## src/hw/rtl/stream_substring_replace_assert.svh

```systemverilog
// Assertion macros shared by the substring replace RTL.
// Used by the files that carry concurrent checks; expects i_clk and i_rst_n in scope.
`ifndef STREAM_SUBSTRING_REPLACE_ASSERT_SVH
`define STREAM_SUBSTRING_REPLACE_ASSERT_SVH

`ifndef NO_ASSERTIONS

`define SSR_ASSERT_IMPLY(name, ante, cons) \
    name: assert property (@(posedge i_clk) disable iff (!i_rst_n) (ante) |-> (cons)) \
        else $error("assertion failed");

`define SSR_ASSERT_NEXT(name, ante, cons) \
    name: assert property (@(posedge i_clk) disable iff (!i_rst_n) (ante) |=> (cons)) \
        else $error("assertion failed");

`else

`define SSR_ASSERT_IMPLY(name, ante, cons)

`define SSR_ASSERT_NEXT(name, ante, cons)

`endif

`endif

```

## src/hw/rtl/ssr_pkg.sv

```systemverilog
// Shared types and constants for the substring replace block.
// No dependencies.
package ssr_pkg;

    localparam int BYTE_W      = 8;
    localparam int CFG_DATA_W  = 64;
    localparam int CFG_ADDR_W  = 5;
    localparam int LEN_CFG_W   = 4;
    localparam int BURST_CNT_W = 4;
    localparam int REPL_MAX    = 8;
    localparam int BURST_W     = REPL_MAX * BYTE_W;

    typedef enum logic [1:0] {
        REG_PATTERN_BYTES,
        REG_PATTERN_LEN,
        REG_REPL_BYTES,
        REG_REPL_LEN
    } t_reg_idx;

    typedef struct packed {
        logic [BURST_W-1:0]     data;
        logic [BURST_CNT_W-1:0] cnt;
        logic                   has;
        logic                   last;
    } t_burst;

endpackage

```

## src/hw/rtl/ssr_if.sv

```systemverilog
// Valid/ready stream interfaces for the substring replace block.
// Input channel carries a source byte, output channel a rewritten byte; no dependencies.
interface ssr_in_if;
    logic       valid;
    logic       ready;
    logic [7:0] in_byte;
    logic       in_last;

    modport source (output valid, output in_byte, output in_last, input ready);
    modport sink   (input valid, input in_byte, input in_last, output ready);
endinterface

interface ssr_out_if;
    logic       valid;
    logic       ready;
    logic [7:0] out_byte;
    logic       has_byte;
    logic       out_last;

    modport source (output valid, output out_byte, output has_byte, output out_last,
                    input ready);
    modport sink   (input valid, input out_byte, input has_byte, input out_last,
                    output ready);
endinterface

```

## src/hw/rtl/ssr_window.sv

```systemverilog
// Match window: holds up to pattern-length bytes, compares and builds the result burst.
// Depends on ssr_pkg and the assertion macro header.
`include "stream_substring_replace_assert.svh"

module ssr_window #(
    parameter int PATTERN_MAX = 8
) (
    input  logic                                i_clk,
    input  logic                                i_rst_n,
    input  logic                                i_accept,
    input  logic                                i_clear,
    input  logic [ssr_pkg::BYTE_W-1:0]          i_byte,
    input  logic                                i_last,
    input  logic [ssr_pkg::CFG_DATA_W-1:0]      i_pattern,
    input  logic [ssr_pkg::LEN_CFG_W-1:0]       i_pattern_len,
    input  logic [ssr_pkg::CFG_DATA_W-1:0]      i_repl,
    input  logic [ssr_pkg::LEN_CFG_W-1:0]       i_repl_len,
    output ssr_pkg::t_burst                     o_burst
);
    import ssr_pkg::*;

    localparam int LEN_W = $clog2(PATTERN_MAX + 1);

    logic [BYTE_W-1:0] r_win [PATTERN_MAX];
    logic [BYTE_W-1:0] n_win [PATTERN_MAX];
    logic [BYTE_W-1:0] w_ins [PATTERN_MAX];
    logic [LEN_W-1:0]  r_fill;
    logic [LEN_W-1:0]  n_fill;
    logic [LEN_W-1:0]  w_plen;
    logic [LEN_W-1:0]  w_fill;
    logic [LEN_W-1:0]  w_fill_inc;
    logic [LEN_CFG_W-1:0] w_rlen;
    logic [BURST_W-1:0]   w_flat;
    logic              w_full;
    logic              w_eq;

    always_comb begin
        if (i_pattern_len == '0) begin
            w_plen = LEN_W'(1);
        end else if (i_pattern_len > LEN_CFG_W'(PATTERN_MAX)) begin
            w_plen = LEN_W'(PATTERN_MAX);
        end else begin
            w_plen = LEN_W'(i_pattern_len);
        end
        w_rlen = (i_repl_len > LEN_CFG_W'(REPL_MAX)) ? LEN_CFG_W'(REPL_MAX) : i_repl_len;
    end

    assign w_fill     = (r_fill >= w_plen) ? w_plen - LEN_W'(1) : r_fill;
    assign w_fill_inc = w_fill + LEN_W'(1);
    assign w_full     = (w_fill_inc == w_plen);

    always_comb begin
        w_flat = '0;
        w_eq   = 1'b1;
        for (int i = 0; i < PATTERN_MAX; i++) begin
            w_ins[i] = (LEN_W'(i) == w_fill) ? i_byte : r_win[i];
            w_flat[i*BYTE_W +: BYTE_W] = w_ins[i];
            if ((LEN_W'(i) < w_plen) && (w_ins[i] != i_pattern[i*BYTE_W +: BYTE_W])) begin
                w_eq = 1'b0;
            end
        end
    end

    always_comb begin
        n_win   = w_ins;
        n_fill  = w_fill_inc;
        o_burst = '0;
        o_burst.last = i_last;
        if (w_full && w_eq) begin
            n_fill       = '0;
            o_burst.data = BURST_W'(i_repl);
            o_burst.cnt  = BURST_CNT_W'(w_rlen);
            o_burst.has  = 1'b1;
            if (i_last && (w_rlen == '0)) begin
                o_burst.data = '0;
                o_burst.cnt  = BURST_CNT_W'(1);
                o_burst.has  = 1'b0;
            end
        end else if (w_full) begin
            for (int i = 0; i < PATTERN_MAX - 1; i++) begin
                n_win[i] = w_ins[i+1];
            end
            o_burst.data = w_flat;
            o_burst.has  = 1'b1;
            if (i_last) begin
                o_burst.cnt = BURST_CNT_W'(w_plen);
                n_fill      = '0;
            end else begin
                o_burst.cnt = BURST_CNT_W'(1);
                n_fill      = w_plen - LEN_W'(1);
            end
        end else if (i_last) begin
            o_burst.data = w_flat;
            o_burst.cnt  = BURST_CNT_W'(w_fill_inc);
            o_burst.has  = 1'b1;
            n_fill       = '0;
        end
    end

    always_ff @(posedge i_clk) begin
        if (!i_rst_n) begin
            r_fill <= '0;
        end else if (i_clear) begin
            r_fill <= '0;
        end else if (i_accept) begin
            r_fill <= n_fill;
        end
    end

    always_ff @(posedge i_clk) begin
        if (i_accept) begin
            r_win <= n_win;
        end
    end

    `SSR_ASSERT_IMPLY(a_fill_below_plen, 1'b1, r_fill < w_plen)
    `SSR_ASSERT_NEXT(a_last_empties, i_accept && i_last, r_fill == '0)
    `SSR_ASSERT_IMPLY(a_match_clears, i_accept && w_full && w_eq, n_fill == '0)

endmodule

```

## src/hw/rtl/stream_substring_replace.sv

```systemverilog
// Latency: the first result word of an item is offered the cycle after the item is taken.
// Throughput: one byte per cycle while the output is ready; an item giving several results holds the input
// while the output burst register drains one word per accepted output word, until it is on its last word.
// Reset (synchronous, active low) empties the window and burst, and restores the registers.
// Depends on ssr_pkg, ssr_if, ssr_window and the assertion macro header.
`include "stream_substring_replace_assert.svh"

module stream_substring_replace #(
    parameter int PATTERN_MAX = 8
) (
    input  logic                              i_clk,
    input  logic                              i_rst_n,
    ssr_in_if.sink                            i_in,
    ssr_out_if.source                         o_out,
    input  logic                              psel,
    input  logic                              penable,
    input  logic                              pwrite,
    input  logic [ssr_pkg::CFG_ADDR_W-1:0]    paddr,
    input  logic [ssr_pkg::CFG_DATA_W-1:0]    pwdata,
    output logic [ssr_pkg::CFG_DATA_W-1:0]    prdata,
    output logic                              pready
);
    import ssr_pkg::*;

    logic [CFG_DATA_W-1:0]  r_pattern;
    logic [LEN_CFG_W-1:0]   r_plen;
    logic [CFG_DATA_W-1:0]  r_repl;
    logic [LEN_CFG_W-1:0]   r_rlen;
    logic [BURST_W-1:0]     r_data;
    logic [BURST_CNT_W-1:0] r_cnt;
    logic                   r_has;
    logic                   r_last;
    t_reg_idx               w_idx;
    t_burst                 w_burst;
    logic                   w_wr;
    logic                   in_fire;
    logic                   out_fire;

    assign pready = 1'b1;
    assign w_idx  = t_reg_idx'(paddr[4:3]);
    assign w_wr   = psel && penable && pwrite;

    always_ff @(posedge i_clk) begin
        if (!i_rst_n) begin
            r_pattern <= '0;
            r_plen    <= LEN_CFG_W'(1);
            r_repl    <= '0;
            r_rlen    <= '0;
        end else if (w_wr) begin
            unique case (w_idx)
                REG_PATTERN_BYTES: r_pattern <= pwdata;
                REG_PATTERN_LEN:   r_plen    <= pwdata[LEN_CFG_W-1:0];
                REG_REPL_BYTES:    r_repl    <= pwdata;
                REG_REPL_LEN:      r_rlen    <= pwdata[LEN_CFG_W-1:0];
                default:           r_rlen    <= r_rlen;
            endcase
        end
    end

    always_comb begin
        unique case (w_idx)
            REG_PATTERN_BYTES: prdata = r_pattern;
            REG_PATTERN_LEN:   prdata = CFG_DATA_W'(r_plen);
            REG_REPL_BYTES:    prdata = r_repl;
            REG_REPL_LEN:      prdata = CFG_DATA_W'(r_rlen);
            default:           prdata = '0;
        endcase
    end

    ssr_window #(
        .PATTERN_MAX (PATTERN_MAX)
    ) u_window (
        .i_clk         (i_clk),
        .i_rst_n       (i_rst_n),
        .i_accept      (in_fire),
        .i_clear       (w_wr && (w_idx == REG_PATTERN_LEN)),
        .i_byte        (i_in.in_byte),
        .i_last        (i_in.in_last),
        .i_pattern     (r_pattern),
        .i_pattern_len (r_plen),
        .i_repl        (r_repl),
        .i_repl_len    (r_rlen),
        .o_burst       (w_burst)
    );

    assign o_out.valid    = (r_cnt != '0);
    assign o_out.out_byte = r_data[BYTE_W-1:0];
    assign o_out.has_byte = r_has;
    assign o_out.out_last = r_last && (r_cnt == BURST_CNT_W'(1));

    assign out_fire   = o_out.valid && o_out.ready;
    assign i_in.ready = (r_cnt == '0) || ((r_cnt == BURST_CNT_W'(1)) && o_out.ready);
    assign in_fire    = i_in.valid && i_in.ready;

    always_ff @(posedge i_clk) begin
        if (!i_rst_n) begin
            r_cnt <= '0;
        end else if (in_fire && (w_burst.cnt != '0)) begin
            r_cnt <= w_burst.cnt;
        end else if (out_fire) begin
            r_cnt <= r_cnt - BURST_CNT_W'(1);
        end
    end

    always_ff @(posedge i_clk) begin
        if (in_fire && (w_burst.cnt != '0)) begin
            r_data <= w_burst.data;
            r_has  <= w_burst.has;
            r_last <= w_burst.last;
        end else if (out_fire) begin
            r_data <= r_data >> BYTE_W;
        end
    end

    `SSR_ASSERT_IMPLY(a_bare_is_last, o_out.valid && !o_out.has_byte,
                      o_out.out_last && (o_out.out_byte == '0))
    `SSR_ASSERT_IMPLY(a_cnt_bound, 1'b1, r_cnt <= BURST_CNT_W'(REPL_MAX))
    `SSR_ASSERT_NEXT(a_drain, out_fire && (r_cnt == BURST_CNT_W'(1)) && !in_fire,
                     r_cnt == '0)

endmodule
```

## src/flat_wrapper.sv

```systemverilog
// flat-port wrapper written by rule: the top's interface ports become plain ports
module stream_substring_replace_flat import ssr_pkg::*;
#(
    parameter int PATTERN_MAX = 8
)
  (i_clk, i_rst_n, psel, penable, pwrite, paddr, pwdata, prdata, pready, i_in_valid, i_in_in_byte, i_in_in_last, i_in_ready, o_out_valid, o_out_out_byte, o_out_has_byte, o_out_out_last, o_out_ready);
  ssr_in_if i_in_i ();
  ssr_out_if o_out_i ();
  input  logic i_clk;
  input  logic i_rst_n;
  input  logic psel;
  input  logic penable;
  input  logic pwrite;
  input  logic [ssr_pkg::CFG_ADDR_W-1:0] paddr;
  input  logic [ssr_pkg::CFG_DATA_W-1:0] pwdata;
  output logic [ssr_pkg::CFG_DATA_W-1:0] prdata;
  output logic pready;
  input wire logic [$bits(i_in_i.valid)-1:0] i_in_valid;
  input wire logic [$bits(i_in_i.in_byte)-1:0] i_in_in_byte;
  input wire logic [$bits(i_in_i.in_last)-1:0] i_in_in_last;
  output wire logic [$bits(i_in_i.ready)-1:0] i_in_ready;
  output wire logic [$bits(o_out_i.valid)-1:0] o_out_valid;
  output wire logic [$bits(o_out_i.out_byte)-1:0] o_out_out_byte;
  output wire logic [$bits(o_out_i.has_byte)-1:0] o_out_has_byte;
  output wire logic [$bits(o_out_i.out_last)-1:0] o_out_out_last;
  input wire logic [$bits(o_out_i.ready)-1:0] o_out_ready;
  assign i_in_i.valid = i_in_valid;
  assign i_in_i.in_byte = i_in_in_byte;
  assign i_in_i.in_last = i_in_in_last;
  assign i_in_ready = i_in_i.ready;
  assign o_out_valid = o_out_i.valid;
  assign o_out_out_byte = o_out_i.out_byte;
  assign o_out_has_byte = o_out_i.has_byte;
  assign o_out_out_last = o_out_i.out_last;
  assign o_out_i.ready = o_out_ready;
  stream_substring_replace #(.PATTERN_MAX(PATTERN_MAX)) u_core (.i_clk(i_clk), .i_rst_n(i_rst_n), .i_in(i_in_i), .o_out(o_out_i), .psel(psel), .penable(penable), .pwrite(pwrite), .paddr(paddr), .pwdata(pwdata), .prdata(prdata), .pready(pready));
endmodule
```

## config.mk

```make
export PLATFORM = sky130hd
export DESIGN_NAME = stream_substring_replace_flat
export DESIGN_NICKNAME = d
export VERILOG_FILES = /design/src/hw/rtl/ssr_pkg.sv /design/src/hw/rtl/ssr_if.sv /design/src/hw/rtl/ssr_window.sv /design/src/hw/rtl/stream_substring_replace.sv /design/src/flat_wrapper.sv
export VERILOG_INCLUDE_DIRS = /design/src /design/src/hw/rtl
export SDC_FILE = /design/constraint.sdc
export NUM_CORES = 1
export LEC_CHECK = 0
export BUFFER_PORTS_ARGS = -buffer_cell sky130_fd_sc_hd__buf_2
export CORE_MARGIN = 5
export CORE_UTILIZATION = 56
export CTS_BUF_LIST = sky130_fd_sc_hd__clkbuf_8
export DETAILED_ROUTE_END_ITERATION = 10
export PLACE_DENSITY = 0.76
export RECOVER_POWER = 100
export SYNTH_ARGS = -nofsm -noshare
export SYNTH_HDL_FRONTEND = slang
export SYNTH_HIERARCHICAL = 1
export SYNTH_SLANG_ARGS = --single-unit
```

## constraint.sdc

```tcl
create_clock -name i_clk -period 19.8 [get_ports i_clk]
set_clock_uncertainty 0.15 [all_clocks]
set_input_delay 1.98 -clock i_clk [delete_from_list [all_inputs] [get_ports i_clk]]
set_output_delay 1.98 -clock i_clk [all_outputs]
set_load 0.02 [all_outputs]
```

==> flow_summary.yaml <==
timing:
  worst_pin_slew_ps: 4200
  max_freq_mhz: 96.2
  drv_slew: 503
  setup_tns_ps: 0
  fin_crit_ps: 10390
  setup_violations: 0
  finalCritPeriodShare_pct: 52.5
  rsz0062_at_grt: "false"
  max-slew-margin-rel_pct: -180
  hold_viol_final: 0
synth:
  yosysMostFrequentCell: "nand2_1"
  synth-edff-count: 130
  synth.avg_cell_area_um2: 9.34
  ys_ff_latch: 274
  synthArstFlopShare_pct: 0
  synth-seq-area-share_pct: 41.0
  syn_nets: 1865
  yosysWarningCount: 6
  synth_top_cell_area_share_pct: 23.6
  yosys-top-cells-count: "nand2_1 (304), dfxtp_1 (144), edfxtp_1 (130), a21boi_0 (126), mux2i_1 (120)"
  synth_cells: 1770
  synth_top_area_cell: "edfxtp_1"
  synth.area.top_cells: "edfxtp_1 (24%), dfxtp_1 (17%), mux2i_1 (7.3%)"
  syn-cell-area_mm2: 0.0165
  ys.flop_type: "dfxtp_1"
  synth.distinct_cells: 93
final_layout:
  fin_nets: 1949
  area_growth_pct: 9.20
  fill_cells: 2577
  final_layout_size_suffix_gt1_share_pct: 12.1
  fin_cells: 2281
global_routing:
  track_usage_pct: 28.4
  gr-total-overflow: 0
  grt_max_degree: 74
  grt_first_pass_wirelength_um: 75800
  antenna_found_initial: 0
  first_global_vias: 13500
detailed_routing:
  drc: 0
  via_count: 14000
  firstDrtPassIters: 7
  drt_iter0_markers: 1399
  viasPerCell: 6.14
  ant_nets: 0
  wl_per_cell_um: 21.5
  routed_wl_um: 49100
floorplan:
  fp.dieW_um: 182
  dieArea_mm2: 0.0331
  num_rows: 63
  die_h_um: 182
  io-pin-count: 162
  core_mm2: 0.0294
  initial_core_util_pct: 56.2
clock_tree:
  postCtsHoldBufs: 0
  cts_tree: "built"
  cts_buffer_depth: 3
  postCtsResizedCells: 0
  cts.sink_count: 274
  htree_levels: 2
  cts-root-buf: "clkbuf_8"
  insertion_delay_ps: 570
  path_clk_slew_ps: 60
  postCtsSetupBuffers: 0
  cts_buffers: 46
placement:
  port_buffers: 157
  place.gp.congestion: 0.938
  hpwl_um: 32600
  post-place-cells: 2196
worst_hold_path:
  hp-start: "u_core/r_repl[51]$_SDFFE_PN0P_"
  hold_path_class: "flop to flop"
setup_path:
  critPathMaxFanout: 69
  worstSetupPathType: "flop to flop"
  crit_required_ps: 19950
  worstReg2RegStart: "u_core/r_plen[2]$_SDFFE_PN0P_"
  cp-end-kind: "flop"
  start_kind: "flop"
  cp-startpoint: "u_core/r_plen[2]$_SDFFE_PN0P_"
  arrival_ps: 10540
  r2r_slack_ps: 9410
status:
  outcome: "finished with violations"
  violations: "max-capacitance violations, max-slew violations"
job:
  max-cap-violations: 8
power_and_ir_drop:
  vdd_drop_max_v: 0.0000719
  power_density_mw_per_mm2: 108
  p_leak_nw: 6.61
-- metrics by stage --
step                setup slack [ps]  power [mW]  cell area [um2]  utilization [%]  hold WS, ps
global placement               12010        1.42            17300             59.0          319
detailed placement             12000        1.44            17300             59.0          327
global route                    8960        2.03            18100             61.4          350
finish                          9410        1.94            18100             61.4          329
CTS                            12260        1.94            18200             62.0          335
floorplan                       9760        1.29            16500                -          304
-- path summary, 6_finish.rpt --
kind / endpoint / cells past startpoint
max: u_core/r_data[37]$_DFFE_PP_ / 16
min: u_core/r_repl[51]$_SDFFE_PN0P_ / 2
max reg2reg: u_core/r_data[37]$_DFFE_PP_ / 16
min reg2reg: u_core/r_repl[51]$_SDFFE_PN0P_ / 2
-- cells by family after synthesis --
kind of cell               after synthesis  synth area share (%)
AOI/OAI and AO/OA                      395                  18.3
xor gates and xnor gates                89                  4.71
adders and majority gates               10                 0.757
buffers and inverters                  190                  5.21
DFF                                    274                  41.0
muxes                                  186                  12.1
other                                    1                0.0227
and+or+nand+nor                        625                  17.8
-- registers in the layout, summed over array words and instances, names as in the netlist --
signal	flops
u_core/r_data	64
u_core/r_plen	4
u_core/r_last	1
u_core/r_rlen	4
u_core/r_pattern	64
u_core/u_window/r_fill	4
u_core/r_cnt	4
u_core/u_window/r_win	64
u_core/o_out.has_byte	1
u_core/r_repl	64
-- placed cells by master, fill, tap and decap left out, drive strengths merged, types with 8 or more instances in the layout --
| master | synthesis | final |
|---|---|---|
| nor3 | 20 | 20 |
| edfxtp | 130 | 130 |
| and2 | 25 | 25 |
| nand3 | 28 | 28 |
| or3 | 8 | 8 |
| xnor2 | 46 | 46 |
| nor2 | 119 | 119 |
| dfxtp | 144 | 144 |
| o221a | 30 | 30 |
| ha | 10 | 10 |
| nand4 | 11 | 11 |
| o21ai | 47 | 47 |
| mux2 | 61 | 61 |
| nand3b | 30 | 30 |
| a21boi | 133 | 133 |
| nor4 | 15 | 15 |
| nand2b | 12 | 12 |
| and3 | 12 | 12 |
| a21oi | 37 | 37 |
| nand2 | 305 | 305 |
| o22ai | 14 | 14 |
| mux2i | 121 | 121 |
| o2bb2ai | 53 | 53 |
| clkbuf | 75 | 140 |
| inv | 50 | 73 |
| nor2b | 16 | 16 |
| a22o | 12 | 12 |
| xor2 | 43 | 43 |
| buf | 65 | 91 |
-- power by group --
part	switching, mW	internal (mW)
Sequential	0.0880	0.814
Clock	0.229	0.265
Combinational	0.316	0.233
-- layout make-up --
class	instances	area [um2]	area share [%]
Clock inverter	29	150	0.831
Multi-Input combinational cell	1306	8880	49.2
Timing Repair Buffer	176	810	4.48
Tap cell	390	488	2.70
Sequential cell	274	6790	37.6
Clock buffer	55	757	4.19
Antenna cell	1	2.50	0.0139
Inverter	50	188	1.04
-- per-layer routing --
metal	part of all wire, %	wire, um	GRT usage (%)
met2	47	23100	46.0
met5	0	0	0
met4	3.8	1840	11.3
met1	42	20400	37.8
met3	7.6	3710	5.01
-- worst max-delay path, stage by stage, from the launching register on --
cell and delay, ps:
dfxtp_1 450, o21ba_1 370, nor2_1 570, ha_1 350
nor2b_1 180, o21a_1 790, o21ai_0 480, a2111oi_0 540
o221ai_1 260, and3_1 240, nor4_1 600, nand4_1 580
o21ai_0 540, nor4_1 190, and4b_2 300, clkbuf_1 2930
mux2_2 530
(Power assumes the default switching activity.)
